==> src/wlc_pkg.sv <==
// ----------------------------------------------------------------------------
// wlc_pkg: shared types for the weighted least-connection picker
// Slot record layout, sequencer states and multiply unit control.
// ----------------------------------------------------------------------------
package wlc_pkg;

    localparam int ADDR_W  = 32;
    localparam int PRIO_W  = 16;
    localparam int WGT_W   = 16;
    localparam int CNT_W   = 32;
    localparam int IDX_W   = 4;
    localparam int PROD_W  = CNT_W + WGT_W;

    localparam logic OP_WRITE    = 1'b0;
    localparam logic OP_SCHEDULE = 1'b1;

    // one table slot as held in memory (the valid mark lives in flops)
    typedef struct packed {
        logic [ADDR_W-1:0] addr;
        logic [PRIO_W-1:0] prio;
        logic [WGT_W-1:0]  weight;
        logic [CNT_W-1:0]  count;
    } t_entry;

    typedef enum logic [2:0] {
        S_IDLE,
        S_EVAL,
        S_MUL_A,
        S_MUL_B,
        S_CMP,
        S_FETCH,
        S_UPDATE,
        S_RESP
    } t_state;

    // control of the shared multiply unit
    typedef struct packed {
        logic load_a;   // candidate count * pick weight
        logic load_b;   // pick count * candidate weight
    } t_mul_ctrl;

endpackage

==> src/weighted_least_conn_picker.sv <==
// ----------------------------------------------------------------------------
// weighted_least_conn_picker: server table with weighted least-conn pick
// Holds MAX_SERVERS slots; a write item loads one slot, a schedule item
// walks the slots and picks the lowest count/weight within the first tier.
// ----------------------------------------------------------------------------
//  channel   direction  handshake          payload
//  request   in         i_valid/o_ready    i_operation, i_entry_*, i_skip_addr
//  result    out        o_valid/i_ready    o_found, o_chosen_index, o_chosen_addr
//
//  Write item: accepted, then the result is shown.
//  Schedule item: the accept, a walk through the slots in S_EVAL, for each slot
//  cross-multiplied against the pick on the shared multiplier the states S_MUL_A,
//  S_MUL_B and S_CMP (then S_FETCH unless it is the last slot), S_UPDATE for the
//  count write-back when a server is picked, then the result in S_RESP.
//  One item at a time: o_ready is low from acceptance until the result is taken.
//  Reset clears the valid marks; the slot memory is not cleared.
// ----------------------------------------------------------------------------
module weighted_least_conn_picker #(
    parameter int MAX_SERVERS = 16
) (
    input  logic                           i_clk,
    input  logic                           i_rst_n,
    input  logic                           i_valid,
    output logic                           o_ready,
    input  logic                           i_operation,
    input  logic [wlc_pkg::IDX_W-1:0]      i_entry_index,
    input  logic                           i_entry_valid,
    input  logic [wlc_pkg::ADDR_W-1:0]     i_entry_addr,
    input  logic [wlc_pkg::PRIO_W-1:0]     i_entry_priority,
    input  logic [wlc_pkg::WGT_W-1:0]      i_entry_weight,
    input  logic [wlc_pkg::CNT_W-1:0]      i_entry_count,
    input  logic [wlc_pkg::ADDR_W-1:0]     i_skip_addr,
    output logic                           o_valid,
    input  logic                           i_ready,
    output logic                           o_found,
    output logic [wlc_pkg::IDX_W-1:0]      o_chosen_index,
    output logic [wlc_pkg::ADDR_W-1:0]     o_chosen_addr
);

    localparam int IW = (MAX_SERVERS > 1) ? $clog2(MAX_SERVERS) : 1;
    localparam logic [IW-1:0] LAST_IDX = IW'(MAX_SERVERS - 1);

    wlc_pkg::t_state r_state;
    wlc_pkg::t_state n_state;

    logic [MAX_SERVERS-1:0]        r_valid;
    logic [MAX_SERVERS-1:0]        n_valid;
    logic [IW-1:0]                 r_idx;
    logic [IW-1:0]                 n_idx;
    logic [wlc_pkg::ADDR_W-1:0]    r_skip;
    logic [wlc_pkg::ADDR_W-1:0]    n_skip;
    logic [wlc_pkg::PRIO_W-1:0]    r_tier;
    logic [wlc_pkg::PRIO_W-1:0]    n_tier;
    logic                          r_picked;
    logic                          n_picked;
    logic [IW-1:0]                 r_pick_idx;
    logic [IW-1:0]                 n_pick_idx;
    wlc_pkg::t_entry               r_pick;
    wlc_pkg::t_entry               n_pick;
    wlc_pkg::t_entry               r_cand;
    wlc_pkg::t_entry               n_cand;
    logic                          r_found;
    logic                          n_found;
    logic [wlc_pkg::IDX_W-1:0]     r_chosen_idx;
    logic [wlc_pkg::IDX_W-1:0]     n_chosen_idx;
    logic [wlc_pkg::ADDR_W-1:0]    r_chosen_addr;
    logic [wlc_pkg::ADDR_W-1:0]    n_chosen_addr;

    logic                          w_accept;
    logic                          w_wr_item;
    logic                          w_wr_in_range;
    logic                          w_ram_we;
    logic [IW-1:0]                 w_ram_waddr;
    wlc_pkg::t_entry               w_ram_wdata;
    logic [IW-1:0]                 w_ram_raddr;
    logic [$bits(wlc_pkg::t_entry)-1:0] w_ram_rdata;
    wlc_pkg::t_entry               w_rd;
    wlc_pkg::t_mul_ctrl            w_mul_ctrl;
    logic                          w_less;

    logic                          w_slot_on;
    logic [wlc_pkg::PRIO_W-1:0]    w_tier_t;
    logic                          w_elig;
    logic                          w_zero;
    logic                          w_first;
    logic                          w_cmp;
    logic                          w_last;
    logic [wlc_pkg::CNT_W-1:0]     w_cnt_inc;

    assign w_accept      = i_valid && o_ready;
    assign w_wr_item     = w_accept && (i_operation == wlc_pkg::OP_WRITE);
    assign w_wr_in_range = 32'(i_entry_index) < MAX_SERVERS;
    assign w_rd          = w_ram_rdata;

    // slot decision for the entry on the memory output
    assign w_slot_on = r_valid[r_idx] && (w_rd.addr != r_skip);
    assign w_tier_t  = (r_tier == '0) ? w_rd.prio : r_tier;
    assign w_elig    = w_slot_on && (w_rd.weight != '0)
                       && (!r_picked || (w_rd.prio == w_tier_t));
    assign w_zero    = w_elig && (w_rd.count == '0);
    assign w_first   = w_elig && !r_picked && (w_rd.count != '0);
    assign w_cmp     = w_elig && r_picked && (w_rd.count != '0);
    assign w_last    = r_idx == LAST_IDX;
    assign w_cnt_inc = (r_pick.count == '1) ? r_pick.count
                                            : r_pick.count + wlc_pkg::CNT_W'(1);

    // ---------------- next state ----------------
    always_comb begin
        n_state = r_state;
        unique case (r_state)
            wlc_pkg::S_IDLE: begin
                if (w_accept) begin
                    n_state = (i_operation == wlc_pkg::OP_WRITE) ? wlc_pkg::S_RESP
                                                                 : wlc_pkg::S_EVAL;
                end
            end
            wlc_pkg::S_EVAL: begin
                if (w_zero) begin
                    n_state = wlc_pkg::S_UPDATE;
                end else if (w_cmp) begin
                    n_state = wlc_pkg::S_MUL_A;
                end else if (w_last) begin
                    n_state = (r_picked || w_first) ? wlc_pkg::S_UPDATE
                                                    : wlc_pkg::S_RESP;
                end
            end
            wlc_pkg::S_MUL_A:  n_state = wlc_pkg::S_MUL_B;
            wlc_pkg::S_MUL_B:  n_state = wlc_pkg::S_CMP;
            wlc_pkg::S_CMP:    n_state = w_last ? wlc_pkg::S_UPDATE : wlc_pkg::S_FETCH;
            wlc_pkg::S_FETCH:  n_state = wlc_pkg::S_EVAL;
            wlc_pkg::S_UPDATE: n_state = wlc_pkg::S_RESP;
            wlc_pkg::S_RESP: begin
                if (i_ready) begin
                    n_state = wlc_pkg::S_IDLE;
                end
            end
            default: n_state = wlc_pkg::S_IDLE;
        endcase
    end

    // ---------------- state outputs ----------------
    always_comb begin
        o_ready     = 1'b0;
        o_valid     = 1'b0;
        w_ram_we    = 1'b0;
        w_ram_waddr = IW'(i_entry_index);
        w_ram_wdata = '{addr: i_entry_addr, prio: i_entry_priority,
                        weight: i_entry_weight, count: i_entry_count};
        w_ram_raddr = r_idx;
        w_mul_ctrl  = '0;
        unique case (r_state)
            wlc_pkg::S_IDLE: begin
                o_ready     = 1'b1;
                w_ram_we    = w_wr_item && w_wr_in_range;
                w_ram_raddr = '0;
            end
            wlc_pkg::S_EVAL: begin
                // run ahead to the next slot; S_FETCH reads again when this one needs the multiplier
                w_ram_raddr = r_idx + IW'(1);
            end
            wlc_pkg::S_MUL_A: w_mul_ctrl.load_a = 1'b1;
            wlc_pkg::S_MUL_B: w_mul_ctrl.load_b = 1'b1;
            wlc_pkg::S_CMP,
            wlc_pkg::S_FETCH: begin
                w_ram_raddr = r_idx;
            end
            wlc_pkg::S_UPDATE: begin
                w_ram_we    = 1'b1;
                w_ram_waddr = r_pick_idx;
                w_ram_wdata = '{addr: r_pick.addr, prio: r_pick.prio,
                                weight: r_pick.weight, count: w_cnt_inc};
            end
            wlc_pkg::S_RESP: o_valid = 1'b1;
            default: ;
        endcase
    end

    // ---------------- datapath next values ----------------
    always_comb begin
        n_valid       = r_valid;
        n_idx         = r_idx;
        n_skip        = r_skip;
        n_tier        = r_tier;
        n_picked      = r_picked;
        n_pick_idx    = r_pick_idx;
        n_pick        = r_pick;
        n_cand        = r_cand;
        n_found       = r_found;
        n_chosen_idx  = r_chosen_idx;
        n_chosen_addr = r_chosen_addr;
        unique case (r_state)
            wlc_pkg::S_IDLE: begin
                if (w_accept) begin
                    n_idx         = '0;
                    n_skip        = i_skip_addr;
                    n_tier        = '0;
                    n_picked      = 1'b0;
                    n_found       = 1'b0;
                    n_chosen_idx  = '0;
                    n_chosen_addr = '0;
                    if (w_wr_item && w_wr_in_range) begin
                        n_valid[IW'(i_entry_index)] = i_entry_valid;
                    end
                end
            end
            wlc_pkg::S_EVAL: begin
                if (w_slot_on) begin
                    n_tier = (w_rd.weight != '0 && !r_picked) ? w_rd.prio : w_tier_t;
                end
                if (w_zero || w_first) begin
                    n_picked   = 1'b1;
                    n_pick_idx = r_idx;
                    n_pick     = w_rd;
                end
                if (w_cmp) begin
                    n_cand = w_rd;
                end else if (!w_zero && !w_last) begin
                    n_idx = r_idx + IW'(1);
                end
            end
            wlc_pkg::S_CMP: begin
                if (w_less) begin
                    n_pick_idx = r_idx;
                    n_pick     = r_cand;
                end
                if (!w_last) begin
                    n_idx = r_idx + IW'(1);
                end
            end
            wlc_pkg::S_UPDATE: begin
                n_found       = 1'b1;
                n_chosen_idx  = wlc_pkg::IDX_W'(r_pick_idx);
                n_chosen_addr = r_pick.addr;
            end
            default: ;
        endcase
    end

    always_ff @(posedge i_clk) begin
        if (!i_rst_n) begin
            r_state  <= wlc_pkg::S_IDLE;
            r_valid  <= '0;
            r_picked <= 1'b0;
            r_found  <= 1'b0;
        end else begin
            r_state  <= n_state;
            r_valid  <= n_valid;
            r_picked <= n_picked;
            r_found  <= n_found;
        end
    end

    always_ff @(posedge i_clk) begin
        r_idx         <= n_idx;
        r_skip        <= n_skip;
        r_tier        <= n_tier;
        r_pick_idx    <= n_pick_idx;
        r_pick        <= n_pick;
        r_cand        <= n_cand;
        r_chosen_idx  <= n_chosen_idx;
        r_chosen_addr <= n_chosen_addr;
    end

    wlc_ram #(
        .WIDTH ($bits(wlc_pkg::t_entry)),
        .DEPTH (MAX_SERVERS)
    ) u_table (
        .i_clk   (i_clk),
        .i_we    (w_ram_we),
        .i_waddr (w_ram_waddr),
        .i_wdata (w_ram_wdata),
        .i_raddr (w_ram_raddr),
        .o_rdata (w_ram_rdata)
    );

    wlc_mul_unit u_mul (
        .i_clk         (i_clk),
        .i_ctrl        (w_mul_ctrl),
        .i_cand_count  (r_cand.count),
        .i_cand_weight (r_cand.weight),
        .i_pick_count  (r_pick.count),
        .i_pick_weight (r_pick.weight),
        .o_less        (w_less)
    );

    assign o_found        = r_found;
    assign o_chosen_index = r_chosen_idx;
    assign o_chosen_addr  = r_chosen_addr;

endmodule

==> src/wlc_ram.sv <==
// ----------------------------------------------------------------------------
// wlc_ram: generic single-write, single-read RAM
// One write port, one read port with registered read data.
// ----------------------------------------------------------------------------
module wlc_ram #(
    parameter int WIDTH = 8,
    parameter int DEPTH = 16
) (
    input  logic                                  i_clk,
    input  logic                                  i_we,
    input  logic [(DEPTH > 1 ? $clog2(DEPTH) : 1)-1:0] i_waddr,
    input  logic [WIDTH-1:0]                      i_wdata,
    input  logic [(DEPTH > 1 ? $clog2(DEPTH) : 1)-1:0] i_raddr,
    output logic [WIDTH-1:0]                      o_rdata
);

    logic [WIDTH-1:0] r_mem [DEPTH];
    logic [WIDTH-1:0] r_rdata;

    always_ff @(posedge i_clk) begin
        if (i_we) begin
            r_mem[i_waddr] <= i_wdata;
        end
        r_rdata <= r_mem[i_raddr];
    end

    assign o_rdata = r_rdata;

endmodule

==> src/wlc_mul_unit.sv <==
// ----------------------------------------------------------------------------
// wlc_mul_unit: shared cross-multiply compare unit
// One 32x16 multiplier used twice per comparison; products are registered
// and compared on the following cycle.
// ----------------------------------------------------------------------------
module wlc_mul_unit (
    input  logic                        i_clk,
    input  wlc_pkg::t_mul_ctrl          i_ctrl,
    input  logic [wlc_pkg::CNT_W-1:0]   i_cand_count,
    input  logic [wlc_pkg::WGT_W-1:0]   i_cand_weight,
    input  logic [wlc_pkg::CNT_W-1:0]   i_pick_count,
    input  logic [wlc_pkg::WGT_W-1:0]   i_pick_weight,
    output logic                        o_less
);

    logic [wlc_pkg::CNT_W-1:0]  w_op_cnt;
    logic [wlc_pkg::WGT_W-1:0]  w_op_wgt;
    logic [wlc_pkg::PROD_W-1:0] w_prod;
    logic [wlc_pkg::PROD_W-1:0] r_prod_a;
    logic [wlc_pkg::PROD_W-1:0] r_prod_b;

    assign w_op_cnt = i_ctrl.load_a ? i_cand_count  : i_pick_count;
    assign w_op_wgt = i_ctrl.load_a ? i_pick_weight : i_cand_weight;
    assign w_prod   = wlc_pkg::PROD_W'(w_op_cnt) * wlc_pkg::PROD_W'(w_op_wgt);

    always_ff @(posedge i_clk) begin
        if (i_ctrl.load_a) begin
            r_prod_a <= w_prod;
        end
        if (i_ctrl.load_b) begin
            r_prod_b <= w_prod;
        end
    end

    // candidate ratio strictly below the pick's: ties keep the earlier slot
    assign o_less = r_prod_a < r_prod_b;

endmodule

==> config.mk <==
export PLATFORM = sky130hd
export DESIGN_NAME = weighted_least_conn_picker
export DESIGN_NICKNAME = d
export VERILOG_FILES = /design/src/wlc_pkg.sv /design/src/weighted_least_conn_picker.sv /design/src/wlc_ram.sv /design/src/wlc_mul_unit.sv
export SDC_FILE = /design/constraint.sdc
export NUM_CORES = 2
export LEC_CHECK = 0
export BUFFER_PORTS_ARGS = -buffer_cell sky130_fd_sc_hd__buf_4
export CELL_PAD_IN_SITES_DETAIL_PLACEMENT = 1
export CELL_PAD_IN_SITES_GLOBAL_PLACEMENT = 1
export CORE_MARGIN = 5
export CORE_UTILIZATION = 45
export CTS_BUF_LIST = sky130_fd_sc_hd__clkbuf_8
export CTS_CLUSTER_DIAMETER = 120
export DETAILED_ROUTE_END_ITERATION = 10
export PLACE_DENSITY = 0.66
export SLEW_MARGIN = 30
export SYNTH_ARGS = -nofsm -noshare
export SYNTH_HDL_FRONTEND = slang
export SYNTH_SLANG_ARGS = --single-unit
==> constraint.sdc <==
create_clock -name i_clk -period 19.4 [get_ports i_clk]
set_input_delay 3.88 -clock i_clk [delete_from_list [all_inputs] [get_ports i_clk]]
set_output_delay 3.88 -clock i_clk [all_outputs]
set_load 0.01 [all_outputs]
==> impl_metrics.tcl <==
set metrics [dict create \
    first_global_vias 67900 \
    nets 8760 \
    ys_async_sr_fraction 0 \
    firstDrtPassIters 5 \
    timing.hold.ws_ps 409 \
    clkTransAtPathRegs_ps 60 \
    drt-total-wl_um 286000 \
    critPathMaxStageDelay_ps 910 \
    cts_sinks 2033 \
    finalCritPeriodShare 0.468 \
    status "finished, final reports clean" \
    dpl_cell_area_sq_mm 0.101 \
    syn_area_sq_mm 0.0962 \
    antenna_found_initial 7 \
    synth_edf_count 1916 \
    holdBufCountCts 0 \
    fillCellCount 21800 \
    ctsResizeCount 0 \
    layout-drive-gt1-share 0.117 \
    fin_crit_ps 9080 \
    min_from "u_table.o_rdata[46]" \
    grt_pass1_wl_um 429000 \
    cts_max_path_buffers 4 \
    hold_end "r_cand[46]" \
    synthCells 7796 \
    post_cts_buffers 0 \
    r2r-end "u_mul.r_prod_a[44]" \
    hp-class "register to register" \
    cts_tree "built" \
    ctsRootBufferMaster "clkbuf_8" \
    cts_made_buffers 359 \
    syn2layout_area_growth_pct 12.0 \
    worstSetupEndpointType "register" \
    required_ps 20210 \
    postSynthAreaPerCell_sq_um 12.3 \
    die_width_um 472 \
    gp_congestion 0.906 \
    syn_nets 8521 \
    dieArea_sq_mm 0.223 \
    maxSlewHeadroom 0.285 \
    final.setup.tns_ps 0 \
    drt-initial-drc-count 4996 \
    final_max_slew_viol_count 0 \
    port-buffer-count 176 \
    clock_skew_ps 107 \
    yosysUniqueCellTypes 66 \
    dr_total_vias 63300 \
    worstReg2RegStart "r_state[1]" \
    hold_path_depth 0 \
    ys_warn_count 0 \
    viasPerCell 5.68 \
    slowest_stage "mux2i_1" \
    fmax_mhz 110 \
    start_kind "register" \
    clk_latency_ps 1080 \
    hold_viol 0 \
    wl_per_cell_um 25.6 \
    setup_viol 0 \
    rrSetupSlack_ps 10320 \
    design_area_sq_mm 0.108 \
    drcViolationCount 0 \
    critPathMaxFanout 57 \
    reg2reg_depth 25 \
    synth_seq_cells 2033 \
    ios 177 \
    rsz0062_at_grt "false" \
    drv_cap 0 \
    core_area_sq_mm 0.212 \
    ys_seq_area_frac 0.622 \
    grt.total_usage 0.253 \
    antenna_left 0 \
    hpwl_um 168000 \
    cp.arrival_ps 9890 \
    htree_levels 5 \
    fin_util 0.507 \
    path_class "register to register" \
    crit_top_cell "fa_1" \
    synthFlopType "edfxtp_1" \
    path_buf_inv 6 \
    crit_family "adder cells" \
    overflow 0 \
    tightest_slew_ps 1060 \
    fp.dieH_um 472 \
    row_count 169 \
    grt_max_degree 165 \
    start_util 0.453 \
]
sequential cells by signal, indices dropped and copies added (netlist names):
register         count
r_valid             16
u_mul.r_prod_a      48
u_mul.r_prod_b      48
r_idx                4
r_skip              32
o_chosen_addr       32
r_tier              16
r_picked             1
o_chosen_index       4
r_pick_idx           4
u_table.o_rdata     96
o_found              1
r_pick              96
r_cand              96
u_table.r_mem     1536
r_state              3
cell usage in the layout, fill, tap and decap left out, types with 14 or more instances in the layout:
cell type and count:
o21ai_0 57, mux2_2 139, nand4_1 32, buf_12 14, edfxtp_1 1916, nor2b_1 25
a21o_1 74, fa_1 418, buf_4 287, dfxtp_1 117, ha_1 169, clkinv_2 25
a21oi_1 164, a31oi_1 109, clkinv_1 54, nand2_1 2037, nor2_4 19, a311oi_1 289
nor2_1 267, nand3_1 425, nor4_1 23, mux2i_1 54, inv_1 641, nor3_1 14
clkbuf_8 409, and2_1 52, and3_1 205, xor2_1 36, xnor2_1 84
worst reg2reg max path, stage by stage (launching register included):
cell and delay, ps:
dfxtp_1 650, nor3b_2 260, buf_4 390, buf_4 770
mux2i_1 960, nor2_1 180, fa_1 550, inv_1 50
fa_1 460, fa_1 520, inv_1 60, fa_1 520
fa_1 520, inv_1 60, fa_1 490, inv_1 50
ha_1 330, nand3_1 140, nor2_1 70, a21o_1 160
a311o_1 400, a211oi_4 390, a31oi_4 220, a31oi_4 320
nor4bb_1 90, a211o_1 250
synth_stat cells (9+ instances only):
| library cell | instances | area [sq um] |
|---|---|---|
| and3_1 | 205 | 1280 |
| dfxtp_1 | 117 | 2340 |
| nor2_1 | 286 | 1070 |
| a21o_1 | 74 | 556 |
| nand4_1 | 32 | 200 |
| edfxtp_1 | 1916 | 57500 |
| nand3_1 | 425 | 2130 |
| xnor2_1 | 84 | 736 |
| a31oi_1 | 109 | 682 |
| nor4_1 | 23 | 144 |
| mux2_2 | 139 | 1570 |
| nand2_1 | 2038 | 7650 |
| buf_2 | 68 | 340 |
| o21bai_1 | 9 | 67.6 |
| nor3_1 | 15 | 75.1 |
| nor2b_1 | 25 | 156 |
| o21ai_0 | 65 | 325 |
| ha_1 | 169 | 2110 |
| and2_1 | 53 | 332 |
| a21oi_1 | 165 | 826 |
| clkbuf_1 | 336 | 1260 |
| o21a_1 | 11 | 82.6 |
| fa_1 | 418 | 8370 |
| mux2i_1 | 63 | 631 |
| xor2_1 | 36 | 315 |
| a21boi_0 | 11 | 82.6 |
| nand2b_1 | 11 | 68.8 |
| inv_1 | 511 | 1920 |
| a311oi_1 | 289 | 2530 |
| buf_1 | 23 | 86.3 |
routing by layer:
metal / track usage / vias up / share of wire
met2: 0.422 / 1974 / 0.48
met1: 0.351 / 33000 / 0.44
li1: - / 27900 / -
met3: 0.0383 / 388 / 0.062
met4: 0.0632 / 2 / 0.021
met5: 0 / - / 0.000070
cell type report:
cell class / instances / area, sq um / area share
diodes: 6 / 15.0 / 0.000139
clock buffers: 409 / 5630 / 0.0523
clock inverters: 230 / 1210 / 0.0112
inverters: 511 / 1920 / 0.0178
multi-input cells: 4824 / 33000 / 0.307
flip-flops and latches: 2033 / 59900 / 0.556
well taps: 2821 / 3530 / 0.0328
repair buffers: 306 / 2520 / 0.0234
worst max path at each step:
stage / startpoint / endpoint / depth (start not counted)
6_report: r_state[1] / u_mul.r_prod_a[44] / 25
3_5_place_dp: r_state[1] / u_mul.r_prod_a[44] / 25
3_3_place_gp: r_state[1] / u_mul.r_prod_a[44] / 25
4_1_cts: r_state[1] / u_mul.r_prod_a[44] / 25
2_1_floorplan: i_valid / u_table.r_mem[2][0] / 6
5_1_grt: r_state[1] / u_mul.r_prod_a[44] / 25
stage by stage:
step	setup slack (ps)	cells
floorplan	10150	7796
global placement	10390	10500
detailed placement	10270	10500
CTS	10290	11100
global route	9960	11100
finish	10320	11100
logic make-up after synthesis:
| family | Yosys count | synth area share |
|---|---|---|
| AO/OA/AOI/OAI | 776 | 0.0579 |
| XOR/XNOR | 120 | 0.0109 |
| adder cells (fa/ha/maj) | 587 | 0.109 |
| buffers and inverters | 939 | 0.0376 |
| flip-flops | 2033 | 0.622 |
| multiplexers | 207 | 0.0240 |
| AND/OR/NAND/NOR | 3134 | 0.138 |
Power is not shown: default switching activity piles up to over one toggle a cycle in this logic, so the estimate is an artifact.
